==> config.mk <==
export PLATFORM = sky130hd
export DESIGN_NAME = led_segment_mode_controller_flat
export DESIGN_NICKNAME = d
export VERILOG_FILES = /design/src/hw/rtl/lsmc_pkg.sv /design/src/hw/rtl/lsmc_in_if.sv /design/src/hw/rtl/lsmc_out_if.sv /design/src/hw/rtl/lsmc_cfg_regs.sv /design/src/hw/rtl/led_segment_mode_controller.sv /design/src/flat_wrapper.sv
export SDC_FILE = /design/constraint.sdc
export NUM_CORES = 1
export LEC_CHECK = 0
export ABC_AREA = 1
export ABC_CLOCK_PERIOD_IN_PS = 5500
export BUFFER_PORTS_ARGS = -buffer_cell sky130_fd_sc_hd__buf_2
export CORE_MARGIN = 2
export CORE_UTILIZATION = 43
export CTS_CLUSTER_DIAMETER = 120
export DETAILED_ROUTE_END_ITERATION = 6
export HOLD_SLACK_MARGIN = 0.15
export PLACE_DENSITY = 0.73
export RECOVER_POWER = 50
export SLEW_MARGIN = 20
export SYNTH_ARGS = -nofsm -noshare
export SYNTH_HDL_FRONTEND = slang
export SYNTH_SLANG_ARGS = --single-unit
==> constraint.sdc <==
create_clock -name clk -period 5.5 [get_ports clk]
set_input_delay 0.55 -clock clk [delete_from_list [all_inputs] [get_ports clk]]
set_output_delay 0.55 -clock clk [all_outputs]
set_load 0.02 [all_outputs]
==> src/hw/rtl/lsmc_pkg.sv <==
// lsmc_pkg: shared constants, types and helpers of the led segment mode controller
// depends on nothing; used by the register block and the top level

package lsmc_pkg;

	localparam int unsigned REG_W      = 23;
	localparam int unsigned PHASE_W    = 24;
	localparam int unsigned IDX_W      = 7;
	localparam int unsigned DIGIT_W    = 4;
	localparam int unsigned EN_W       = 2;
	localparam int unsigned LED_W      = 3;
	localparam int unsigned MODE_W     = 2;
	localparam int unsigned APB_DATA_W = 32;
	localparam int unsigned APB_ADDR_W = 3;

	localparam logic [REG_W-1:0] DWELL_RESET = REG_W'(50000);
	localparam logic [REG_W-1:0] BUZZ_RESET  = REG_W'(50000);
	localparam logic [IDX_W:0]   COUNT_MOD   = (IDX_W+1)'(100);

	// register indexes, taken from paddr[2]
	localparam logic REG_DWELL = 1'b0;
	localparam logic REG_BUZZ  = 1'b1;

	// run mode codes
	localparam logic [MODE_W-1:0] MODE_SEGMENT = 2'd0;
	localparam logic [MODE_W-1:0] MODE_TRAIN   = 2'd1;
	localparam logic [MODE_W-1:0] MODE_COUNTER = 2'd2;
	localparam logic [MODE_W-1:0] MODE_UNUSED  = 2'd3;

	// digit enable codes
	localparam logic [EN_W-1:0] EN_NONE = 2'd0;
	localparam logic [EN_W-1:0] EN_ONES = 2'd1;
	localparam logic [EN_W-1:0] EN_TENS = 2'd2;

	typedef struct packed {
		logic [REG_W-1:0] dwell_ticks;
		logic [REG_W-1:0] buzz_ticks;
	} cfg_t;

	// tens digit by reciprocal multiply, exact for every 7-bit value
	function automatic logic [DIGIT_W-1:0] tens_of(input logic [IDX_W-1:0] idx);
		logic [IDX_W+8-1:0] prod;
		prod = {8'd0, idx} * (IDX_W+8)'(205);
		return DIGIT_W'(prod >> 11);
	endfunction

	function automatic logic [DIGIT_W-1:0] ones_of(input logic [IDX_W-1:0] idx);
		logic [IDX_W-1:0] t10;
		t10 = IDX_W'({3'd0, tens_of(idx)} * 7'd10);
		return DIGIT_W'(idx - t10);
	endfunction

	function automatic logic [LED_W-1:0] led_bit(input logic [IDX_W-1:0] pos);
		logic [LED_W-1:0] b;
		b = '0;
		if (pos < IDX_W'(LED_W)) begin
			b[pos[1:0]] = 1'b1;
		end
		return b;
	endfunction

endpackage

==> src/hw/rtl/lsmc_in_if.sv <==
// lsmc_in_if: button tick channel, valid/ready handshake with the three press flags
// depends on nothing

interface lsmc_in_if;
	logic valid;
	logic ready;
	logic mode_press;
	logic step_press;
	logic buzz_press;

	modport source (output valid, mode_press, step_press, buzz_press, input ready);
	modport sink   (input valid, mode_press, step_press, buzz_press, output ready);
endinterface

==> src/hw/rtl/lsmc_out_if.sv <==
// lsmc_out_if: display result channel, valid/ready handshake with the output fields
// depends on nothing

interface lsmc_out_if;
	logic       valid;
	logic       ready;
	logic [3:0] digit_value;
	logic [1:0] digit_enables;
	logic [2:0] led_bits;
	logic       buzzer_on;
	logic [1:0] current_mode;

	modport source (output valid, digit_value, digit_enables, led_bits, buzzer_on,
		current_mode, input ready);
	modport sink   (input valid, digit_value, digit_enables, led_bits, buzzer_on,
		current_mode, output ready);
endinterface

==> src/hw/rtl/lsmc_cfg_regs.sv <==
// lsmc_cfg_regs: apb register block holding dwell_ticks and buzz_ticks
// depends on lsmc_pkg

module lsmc_cfg_regs import lsmc_pkg::*; (
	input  logic                  clk,
	input  logic                  arst_n,
	input  logic                  psel,
	input  logic                  penable,
	input  logic                  pwrite,
	input  logic [APB_ADDR_W-1:0] paddr,
	input  logic [APB_DATA_W-1:0] pwdata,
	output logic [APB_DATA_W-1:0] prdata,
	output logic                  pready,
	output cfg_t                  cfg
);

	cfg_t cfg_q;
	logic wr_en;

	assign pready = 1'b1;
	assign wr_en  = psel & penable & pwrite;

	always_ff @(posedge clk or negedge arst_n) begin
		if (!arst_n) begin
			cfg_q.dwell_ticks <= DWELL_RESET;
			cfg_q.buzz_ticks  <= BUZZ_RESET;
		end else if (wr_en) begin
			case (paddr[2])
				REG_DWELL: cfg_q.dwell_ticks <= pwdata[REG_W-1:0];
				REG_BUZZ:  cfg_q.buzz_ticks  <= pwdata[REG_W-1:0];
				default:   cfg_q <= cfg_q;
			endcase
		end
	end

	always_comb begin
		case (paddr[2])
			REG_DWELL: prdata = APB_DATA_W'(cfg_q.dwell_ticks);
			REG_BUZZ:  prdata = APB_DATA_W'(cfg_q.buzz_ticks);
			default:   prdata = '0;
		endcase
	end

	assign cfg = cfg_q;

endmodule

==> src/hw/rtl/led_segment_mode_controller.sv <==
// led_segment_mode_controller: top level of the led / seven-segment mode controller
// depends on lsmc_pkg, lsmc_in_if, lsmc_out_if and lsmc_cfg_regs

// One tick transfer in gives one result transfer out. A tick is captured in an
// input register, its whole update (buzzer hold, mode press, then segment, train
// or counter action) is short logic, and the result lands in an output register;
// a tick is taken in every cycle as long as the result side keeps taking
// results. A stalled result holds the output register and the input register;
// the state advances only when a tick moves into the output register.
// dwell_ticks (byte 0) and buzz_ticks (byte 4) are written over apb; the user
// must write them only while the block is idle, and the block itself does not
// enforce it. Both reset to 50000.

module led_segment_mode_controller import lsmc_pkg::*; (
	input  logic                  clk,
	input  logic                  arst_n,
	input  logic                  psel,
	input  logic                  penable,
	input  logic                  pwrite,
	input  logic [APB_ADDR_W-1:0] paddr,
	input  logic [APB_DATA_W-1:0] pwdata,
	output logic [APB_DATA_W-1:0] prdata,
	output logic                  pready,
	lsmc_in_if.sink               item,
	lsmc_out_if.source            result
);

	cfg_t cfg;

	lsmc_cfg_regs u_cfg_regs (
		.clk     (clk),
		.arst_n  (arst_n),
		.psel    (psel),
		.penable (penable),
		.pwrite  (pwrite),
		.paddr   (paddr),
		.pwdata  (pwdata),
		.prdata  (prdata),
		.pready  (pready),
		.cfg     (cfg)
	);

	// input stage
	logic valid_s1, mode_p_s1, step_p_s1, buzz_p_s1;
	// output register
	logic out_valid_q;
	logic advance;

	// controller state
	logic [MODE_W-1:0]  mode_q;
	logic [IDX_W-1:0]   idx_q;
	logic [PHASE_W-1:0] phase_q;
	logic               sweep_q;
	logic [REG_W-1:0]   buzz_cnt_q;
	logic               buzz_out_q;
	logic [DIGIT_W-1:0] digit_q;
	logic [EN_W-1:0]    en_q;
	logic [LED_W-1:0]   led_q;

	logic [MODE_W-1:0]  mode_d;
	logic [IDX_W-1:0]   idx_d;
	logic [PHASE_W-1:0] phase_d;
	logic               sweep_d;
	logic [REG_W-1:0]   buzz_cnt_d;
	logic               buzz_out_d;
	logic [DIGIT_W-1:0] digit_d;
	logic [EN_W-1:0]    en_d;
	logic [LED_W-1:0]   led_d;

	// the s1 tick moves on when the output register is empty or being drained
	assign advance    = valid_s1 & (~out_valid_q | result.ready);
	assign item.ready = ~valid_s1 | advance;

	always_ff @(posedge clk or negedge arst_n) begin
		if (!arst_n) begin
			valid_s1 <= 1'b0;
		end else if (item.ready) begin
			valid_s1 <= item.valid;
		end
	end

	always_ff @(posedge clk) begin
		if (item.ready & item.valid) begin
			mode_p_s1 <= item.mode_press;
			step_p_s1 <= item.step_press;
			buzz_p_s1 <= item.buzz_press;
		end
	end

	// one tick of the controller
	always_comb begin
		logic [PHASE_W-1:0] dwell;
		logic [PHASE_W-1:0] phase_inc;
		logic [IDX_W:0]     idx_next;
		logic [LED_W-1:0]   cur_bit;

		// buzzer hold, counts down and stops at zero
		buzz_cnt_d = buzz_cnt_q;
		buzz_out_d = buzz_out_q;
		if (buzz_p_s1) begin
			buzz_cnt_d = cfg.buzz_ticks;
			buzz_out_d = 1'b1;
		end else begin
			if (buzz_cnt_q != '0) begin
				buzz_cnt_d = buzz_cnt_q - 1'b1;
			end
			if (buzz_cnt_d == '0) begin
				buzz_out_d = 1'b0;
			end
		end

		mode_d  = mode_q;
		idx_d   = idx_q;
		phase_d = phase_q;
		sweep_d = sweep_q;
		digit_d = digit_q;
		en_d    = en_q;
		led_d   = led_q;

		// mode press clears the display state; the digit value stays
		if (mode_p_s1) begin
			idx_d   = '0;
			en_d    = EN_NONE;
			led_d   = '0;
			phase_d = '0;
			sweep_d = 1'b0;
			case (mode_q)
				MODE_SEGMENT: mode_d = MODE_TRAIN;
				MODE_TRAIN:   mode_d = MODE_COUNTER;
				default:      mode_d = MODE_SEGMENT;
			endcase
		end

		dwell     = PHASE_W'(cfg.dwell_ticks);
		phase_inc = phase_d + 1'b1;
		idx_next  = '0;
		cur_bit   = led_bit(idx_d);

		case (mode_d)
			MODE_SEGMENT: begin
				if (phase_d == '0) begin
					en_d    = EN_ONES;
					digit_d = ones_of(idx_d);
					phase_d = phase_inc;
				end else if (phase_d < dwell) begin
					phase_d = phase_inc;
				end else if (phase_d == dwell) begin
					en_d    = EN_TENS;
					digit_d = tens_of(idx_d);
					phase_d = phase_inc;
				end else if (phase_d < {dwell[PHASE_W-2:0], 1'b0}) begin
					phase_d = phase_inc;
				end else begin
					// count wraps at 100
					idx_next = {1'b0, idx_d} + 1'b1;
					if (idx_next >= COUNT_MOD) begin
						idx_next = idx_next - COUNT_MOD;
					end
					idx_d   = idx_next[IDX_W-1:0];
					phase_d = '0;
				end
			end
			MODE_TRAIN: begin
				if (phase_d == '0) begin
					led_d   = led_d | cur_bit;
					phase_d = phase_inc;
				end else if (phase_d < dwell) begin
					phase_d = phase_inc;
				end else begin
					led_d   = led_d & ~cur_bit;
					idx_d   = sweep_d ? idx_d - 1'b1 : idx_d + 1'b1;
					if (idx_d == IDX_W'(2)) begin
						sweep_d = 1'b1;
					end else if (idx_d == '0) begin
						sweep_d = 1'b0;
					end
					phase_d = '0;
				end
			end
			MODE_COUNTER: begin
				if (step_p_s1) begin
					idx_d = sweep_d ? idx_d - 1'b1 : idx_d + 1'b1;
					if (idx_d == IDX_W'(7)) begin
						sweep_d = 1'b1;
					end else if (idx_d == '0) begin
						sweep_d = 1'b0;
					end
					led_d = idx_d[LED_W-1:0];
				end
			end
			default: begin
				// unused mode code: no action
			end
		endcase
	end

	// state and result update on each tick that moves on
	always_ff @(posedge clk or negedge arst_n) begin
		if (!arst_n) begin
			mode_q     <= MODE_SEGMENT;
			idx_q      <= '0;
			phase_q    <= '0;
			sweep_q    <= 1'b0;
			buzz_cnt_q <= '0;
			buzz_out_q <= 1'b0;
			digit_q    <= '0;
			en_q       <= EN_NONE;
			led_q      <= '0;
		end else if (advance) begin
			mode_q     <= mode_d;
			idx_q      <= idx_d;
			phase_q    <= phase_d;
			sweep_q    <= sweep_d;
			buzz_cnt_q <= buzz_cnt_d;
			buzz_out_q <= buzz_out_d;
			digit_q    <= digit_d;
			en_q       <= en_d;
			led_q      <= led_d;
		end
	end

	always_ff @(posedge clk or negedge arst_n) begin
		if (!arst_n) begin
			out_valid_q <= 1'b0;
		end else if (advance) begin
			out_valid_q <= 1'b1;
		end else if (result.ready) begin
			out_valid_q <= 1'b0;
		end
	end

	// the state registers double as the result register
	assign result.valid         = out_valid_q;
	assign result.digit_value   = digit_q;
	assign result.digit_enables = en_q;
	assign result.led_bits      = led_q;
	assign result.buzzer_on     = buzz_out_q;
	assign result.current_mode  = mode_q;

	// checks

	// a running hold count always means the buzzer is driven
	a_buzz_hold: assert property (@(posedge clk) disable iff (!arst_n)
		(buzz_cnt_q != '0) |-> buzz_out_q)
		else $error("buzzer off while hold count runs");

	// at most one digit enabled at a time
	a_digit_en: assert property (@(posedge clk) disable iff (!arst_n)
		$onehot0(en_q))
		else $error("both digits enabled");

	// train mode lights at most one led
	a_train_led: assert property (@(posedge clk) disable iff (!arst_n)
		(mode_q == MODE_TRAIN) |-> $onehot0(led_q))
		else $error("more than one led lit in train mode");

	// a tick that moves on always shows up as a result
	a_result: assert property (@(posedge clk) disable iff (!arst_n)
		advance |=> out_valid_q)
		else $error("tick moved on without a result");

endmodule
==> src/flat_wrapper.sv <==
// flat-port wrapper written by rule: the top's interface ports become plain ports
module led_segment_mode_controller_flat import lsmc_pkg::*;
  (clk, arst_n, psel, penable, pwrite, paddr, pwdata, prdata, pready, item_valid, item_mode_press, item_step_press, item_buzz_press, item_ready, result_valid, result_digit_value, result_digit_enables, result_led_bits, result_buzzer_on, result_current_mode, result_ready);
  lsmc_in_if item_i ();
  lsmc_out_if result_i ();
  input  logic clk;
  input  logic arst_n;
  input  logic psel;
  input  logic penable;
  input  logic pwrite;
  input  logic [APB_ADDR_W-1:0] paddr;
  input  logic [APB_DATA_W-1:0] pwdata;
  output logic [APB_DATA_W-1:0] prdata;
  output logic pready;
  input wire logic [$bits(item_i.valid)-1:0] item_valid;
  input wire logic [$bits(item_i.mode_press)-1:0] item_mode_press;
  input wire logic [$bits(item_i.step_press)-1:0] item_step_press;
  input wire logic [$bits(item_i.buzz_press)-1:0] item_buzz_press;
  output wire logic [$bits(item_i.ready)-1:0] item_ready;
  output wire logic [$bits(result_i.valid)-1:0] result_valid;
  output wire logic [$bits(result_i.digit_value)-1:0] result_digit_value;
  output wire logic [$bits(result_i.digit_enables)-1:0] result_digit_enables;
  output wire logic [$bits(result_i.led_bits)-1:0] result_led_bits;
  output wire logic [$bits(result_i.buzzer_on)-1:0] result_buzzer_on;
  output wire logic [$bits(result_i.current_mode)-1:0] result_current_mode;
  input wire logic [$bits(result_i.ready)-1:0] result_ready;
  assign item_i.valid = item_valid;
  assign item_i.mode_press = item_mode_press;
  assign item_i.step_press = item_step_press;
  assign item_i.buzz_press = item_buzz_press;
  assign item_ready = item_i.ready;
  assign result_valid = result_i.valid;
  assign result_digit_value = result_i.digit_value;
  assign result_digit_enables = result_i.digit_enables;
  assign result_led_bits = result_i.led_bits;
  assign result_buzzer_on = result_i.buzzer_on;
  assign result_current_mode = result_i.current_mode;
  assign result_i.ready = result_ready;
  led_segment_mode_controller u_core (.clk(clk), .arst_n(arst_n), .psel(psel), .penable(penable), .pwrite(pwrite), .paddr(paddr), .pwdata(pwdata), .prdata(prdata), .pready(pready), .item(item_i), .result(result_i));
endmodule
==> results of run 1 <==
## worst max-delay path: stages (launching register included)
cell and delay (ns):
edfxtp_1 0.43, inv_4 0.11, buf_4 0.34, nand2_1 0.27, inv_1 0.14, ha_1 0.17, inv_1 0.06, fa_1 0.36
inv_1 0.08, fa_1 0.41, ha_1 0.31, ha_1 0.33, nand2_1 0.10, inv_1 0.05, a21oi_1 0.18, nand3_1 0.12
nand2_1 0.13, ha_1 0.16, inv_1 0.05, fa_1 0.37, xor2_1 0.22, nand3_1 0.10, nand3_1 0.09, nand2_1 0.05
nand2_1 0.05, nand2_1 0.04
## flip-flops by register name, summed over array words and instances (netlist names), 2 cells and up
name,count
u_core.result.digit_enables,2
u_core.buzz_cnt_q,23
u_core.u_cfg_regs.cfg,46
u_core.result.led_bits,3
u_core.result.digit_value,4
u_core.phase_q,24
u_core.idx_q,7
u_core.result.current_mode,2
## kinds of logic after synthesis
| logic type | synth area share |
|---|---|
| other | 0.000736 |
| DFF | 0.292 |
| xor gates and xnor gates | 0.0292 |
| adders and majority gates | 0.142 |
| and+or+nand+nor | 0.289 |
| buffers and inverters | 0.104 |
| AOI/OAI and AO/OA | 0.142 |
## worst min path at each step
| stage | from | to | slack, ns | cells past startpoint |
|---|---|---|---|---|
| detailed placement | u_core.result.digit_value[1] | u_core.result.digit_value[1] | 0.46 | 2 |
| global route | item_step_press | u_core.step_p_s1 | 0.28 | 1 |
| global placement | u_core.result.digit_value[1] | u_core.result.digit_value[1] | 0.46 | 2 |
| CTS | item_step_press | u_core.step_p_s1 | 0.29 | 1 |
| floorplan | arst_n | u_core.buzz_cnt_q[0] | 0.25 | 0 |
| finish | item_step_press | u_core.step_p_s1 | 0.29 | 1 |
## routing by layer
metal,GRT usage,vias to the layer above
li1,-,4854
met1,0.299,4540
met2,0.383,303
met3,0.0408,45
met4,0.0682,0
met5,0,-
## through the flow
stage                      util  hold WS (ns)  worst slack, ns
final                     0.485         0.295            0.641
after global routing      0.485         0.285            0.204
after CTS                 0.485         0.290            0.640
after detailed placement  0.461         0.462            0.692
after global placement    0.461         0.464            0.743
after floorplan               -         0.254            0.879
## cells in the final DEF (no fill, tap or decap), drive strengths merged, types with 4 or more instances in the layout
cell type,synthesis,final
nand2,387,387
inv,203,213
nor2,140,140
o21ai,122,122
dfrtp,103,103
nand3,102,102
ha,100,100
a21oi,76,76
buf,19,75
xor2,28,28
clkbuf,34,22
nand4,20,20
nor3,18,18
o211ai,17,17
a22oi,15,15
dfstp,12,12
fa,10,10
conb,2,10
o221ai,7,7
xnor2,6,6
or2,6,6
clkinv,3,6
o21bai,5,5
nor4,4,4
## final cells by class
class / count / area [um2] / share of cell area
timing repair buffer: 80 / 415 / 0.0366
inverter: 206 / 777 / 0.0685
clock inverter: 15 / 156 / 0.0138
tap: 319 / 399 / 0.0352
clock buffer: 17 / 425 / 0.0375
multi-input combinational: 1091 / 6190 / 0.546
sequential: 118 / 2980 / 0.263
## report_power, final
part	leakage [nW]	switching (mW)	internal (mW)
clock network	0.281	0.516	0.606
registers	1.45	0.226	1.15
logic	4.30	2.16	1.09
==> flow_metrics.py, run 1 <==
metrics = {
    "synth": {
        "async_flop_share": 0.975,
        "ys_seq_area_frac": 0.292,
        "synthTopCellsByCount": "375 x nand2_1, 199 x inv_1, 131 x nor2_1, 112 x o21ai_0, 103 x dfrtp_1",
        "synth_seq_cells": 118,
        "synth_edf_count": 3,
        "synth_top_area_cell": "dfrtp_1",
        "ys_types": 56,
        "synthCells": 1460,
        "synth_area_leaders": "dfrtp_1 25%, nand2_1 14%, ha_1 12%",
        "synth_flop_cell": "dfrtp_1",
        "synth.top_cell.area_share": 0.253,
        "netlist_area_um2": 10200,
        "ys_warn_count": 0,
        "synth_most_common_cell": "nand2_1",
        "avgSynthCellArea_um2": 6.99,
    },
    "placed_design": {
        "dp_cells": 1814,
        "detailed_place.area_um2": 10800,
        "place_congestion": 0.920,
        "place.port_buffers": 70,
        "hpwl_um": 20300,
    },
    "outcome": {
        "status": "finished with violations",
        "failed_checks": "max-capacitance violations, max-slew violations",
    },
    "sta": {
        "period_needed_ns": 4.86,
        "fin_worst_skew_ns": 0.0174,
        "drv_slew": 169,
        "tns_ns": 0,
        "max_freq_mhz": 206,
        "tightest_slew_ns": 4.23,
        "rsz0062_at_grt": "no",
        "slew_headroom": -1.82,
        "hold_viol_final": 0,
        "setup-violations-final": 0,
        "timing.final.crit_share": 0.883,
    },
    "clock_network": {
        "tritoncts": "built",
        "cts.sinks": 118,
        "clkLatencyLatePin_ns": 0.44,
        "path_clk_slew_ns": 0.06,
        "cts_resized": 0,
        "holdBufCountCts": 0,
        "cts_setup_buffers": 0,
        "htreeDepth": 4,
        "cts_root_buf": "clkbuf_16",
        "numCtsBuffers": 17,
        "cts_buffer_depth": 2,
    },
    "critical_path": {
        "worst_r2r_path_depth": 25,
        "r2r_slack_ns": 0.64,
        "critical_path_class": "register to register",
        "r2r-start": "u_core.mode_p_s1",
        "crit_end": "u_core.result.digit_value[3]",
        "startpoint_type": "register",
        "startpoint": "u_core.mode_p_s1",
        "required_ns": 5.82,
        "r2r-end": "u_core.result.digit_value[3]",
        "end_kind": "register",
        "worst_ep_arrival_time_ns": 5.18,
        "cp_max_fo": 25,
    },
    "detailed_routing": {
        "drt-met1-wl_um": 12400,
        "drtPass1Iterations": 6,
        "vias": 9742,
        "first_iter_violations": 826,
        "ant_nets": 0,
        "wl_per_cell_um": 14.7,
        "dr_wl_met2_um": 12700,
        "vias_per_cell": 5.28,
        "top_layer": "met4",
        "met3WireLength_um": 1570,
        "drc": 0,
        "wl_um": 27200,
    },
    "global_route": {
        "grt_pass1_wl_um": 45300,
        "overflow": 0,
        "grt_max_degree": 75,
        "antenna_found_initial": 0,
        "track_usage": 0.228,
        "grt_pass1_vias": 9480,
    },
    "final_layout": {
        "nFillCells": 2364,
        "area_growth_syn_to_layout_pct": 11.2,
        "drive_gt1_frac": 0.107,
        "antenna_cells": 0,
        "fin_area_um2": 11300,
        "fin_cells": 1846,
        "nNetsFinal": 1669,
    },
    "power": {
        "p_leak_nw": 6.04,
        "irDropWorstVdd_uv": 242,
        "total_power_mw": 5.76,
        "p_per_area_nw_per_um2": 507,
    },
    "die": {
        "fp.dieW_um": 158,
        "core-area_um2": 23400,
        "die_area_um2": 25000,
        "die_h_um": 158,
        "num_rows": 56,
        "io_pins": 92,
        "start_util": 0.436,
    },
    "flow_run": {
        "drv_cap": 3,
    },
    "worst_hold_path": {
        "worstHoldPathType": "input pin to register",
    },
}
No activity file was read; power rests on OpenSTA's default activity.
==> run 2: changes to the inputs <==
- ABC_CLOCK_PERIOD_IN_PS: 5500 -> 5300
- clock period: 5.5 -> 5.3 ns (I/O delays scaled with it)
==> flow_metrics.py, run 2 (same netlist as run 1, synthesis figures left out) <==
metrics = {
    "critical_path": {
        "r2r_slack_ns": 0.56,
        "startpoint_type": "register",
        "cp_top_family": "adder cells",
        "r2r-start": "u_core.mode_p_s1",
        "cp_num_buf_inv": 3,
        "worst_ep_arrival_time_ns": 5.06,
        "r2r-end": "u_core.result.digit_value[3]",
        "crit_slowest_cell": "fa_1",
        "crit_top_cell": "ha_1",
        "critical_path_class": "register to register",
        "startpoint": "u_core.mode_p_s1",
        "cp_max_fo": 8,
        "end_kind": "register",
        "worst_r2r_path_depth": 22,
        "required_ns": 5.62,
        "crit_chain": "inv_4, nand2_2, inv_1, ha_1, ha_1, or2_2, fa_1, ha_1, ha_1, a21o_1, a21oi_1, nand3_1, nand2_1, ha_1, inv_1, fa_1, xor2_1, nand3_1, nand3_1, nand2_1, nand2_1, nand2_1",
        "slowest_delay_ns": 0.44,
    },
    "detailed_routing": {
        "drtPass1Iterations": 6,
        "drc": 0,
        "wl_um": 27200,
        "wl_per_cell_um": 14.8,
        "vias_per_cell": 5.28,
        "first_iter_violations": 733,
        "vias": 9752,
        "ant_nets": 0,
    },
    "power": {
        "switching_share": 0.504,
        "clockPowerShare": 0.193,
        "p_int_mw": 2.95,
        "p_per_area_nw_per_um2": 526,
        "p_leak_nw": 5.99,
        "combPwrFrac": 0.567,
        "switchingPower_mw": 3.01,
        "irDropWorstVdd_uv": 280,
        "seq_power_share": 0.241,
    },
    "flow_run": {
        "drv_cap": 4,
    },
    "sta": {
        "timing.final.crit_share": 0.895,
        "rsz0062_at_grt": "no",
        "setup_ws_ns": 0.557,
        "max_freq_mhz": 211,
        "tns_ns": 0,
        "hold_viol_final": 0,
        "drv_slew": 244,
        "fin_worst_skew_ns": 0.0141,
        "holdWs_ns": 0.277,
        "period_needed_ns": 4.74,
        "setup-violations-final": 0,
        "slew_headroom": -1.80,
        "tightest_slew_ns": 4.21,
    },
    "global_route": {
        "grt_pass1_wl_um": 45000,
        "overflow": 0,
        "grt_max_degree": 78,
        "track_usage": 0.227,
        "grt_pass1_vias": 9271,
        "antenna_found_initial": 0,
    },
    "placed_design": {
        "detailed_place.area_um2": 10800,
        "place_congestion": 0.928,
        "hpwl_um": 20300,
        "place.port_buffers": 70,
        "dp_slack_ns": 0.568,
    },
    "final_layout": {
        "area_growth_syn_to_layout_pct": 11.0,
        "largest_register_ffs": 46,
        "antenna_cells": 0,
        "final_common_cell": "nand2_1",
        "nNetsFinal": 1669,
        "fin_area_um2": 11300,
        "drive_gt1_frac": 0.0989,
        "most-common-layout-cells": "375 x nand2_1, 198 x inv_1, 131 x nor2_1",
        "final_util": 0.484,
    },
    "outcome": {
        "status": "finished with violations",
        "failed_checks": "max-capacitance violations, max-slew violations",
    },
    "worst_hold_path": {
        "hold_depth": 1,
        "worstHoldPathType": "input pin to register",
        "hp-start": "item_step_press",
        "min_to": "u_core.step_p_s1",
    },
    "clock_network": {
        "cts.sinks": 118,
        "cts_buffer_depth": 2,
        "path_clk_slew_ns": 0.06,
        "holdBufCountCts": 0,
        "htreeDepth": 4,
        "clkLatencyLatePin_ns": 0.43,
        "cts_root_buf": "clkbuf_16",
        "numCtsBuffers": 17,
        "cts_resized": 0,
        "tritoncts": "built",
        "cts_setup_buffers": 0,
    },
    "die": {
        "io_pins": 92,
        "core-area_um2": 23400,
        "die_h_um": 158,
        "num_rows": 56,
        "fp.dieW_um": 158,
        "die_area_um2": 25000,
        "start_util": 0.436,
    },
}
## run 2: cell types whose count changed in the layout (fill, tap and decap cells not counted)
cell | previous run | this run
buf_2 | 67 | 56
clkbuf_1 | 4 | 16
inv_8 | 5 | 4
clkinv_4 | 0 | 1
buf_4 | 8 | 7
## run 2: worst max path at each step
stage | endpoint | slack [ns] | cells after the start
after floorplan | u_core.result.digit_value[3] | 0.68 | 22
after global placement | u_core.result.digit_value[3] | 0.64 | 22
after detailed placement | u_core.result.digit_value[3] | 0.57 | 22
after CTS | u_core.result.digit_value[3] | 0.54 | 22
after global routing | u_core.result.digit_value[2] | 0.17 | 2
final | u_core.result.digit_value[3] | 0.56 | 22
## run 2: layer usage
metal  vias to the layer above  share of wire  global-route usage
met3                        48          0.059              0.0328
met1                      4521           0.45               0.303
met2                       343           0.47               0.374
met5                         -              0                   0
met4                         0          0.023              0.0802
li1                       4840              -                   -
## run 2: area by class of cell
cell class,instances,area [um2]
multi-input combinational,1091,6190
fill,2363,12100
sequential,118,2980
inverter,206,777
timing repair buffer,80,398
clock buffer,17,425
clock inverter,15,154
tap,319,399
## run 2: power groups by stage
stage / Clock, mW / Sequential, mW / Combinational [mW]
after floorplan: 0 / 1.41 / 2.55
after global placement: 0 / 1.43 / 3.24
after CTS: 1.16 / 1.42 / 3.36
after global routing: 1.20 / 1.47 / 3.86
after detailed placement: 0 / 1.43 / 3.32
final: 1.15 / 1.43 / 3.38
## run 2: stage by stage
step,power [mW],cells
6_report,5.96,1846
3_5_place_dp,4.76,1814
5_1_grt,6.54,1846
3_3_place_gp,4.67,1814
2_1_floorplan,3.96,1468
4_1_cts,5.94,1846
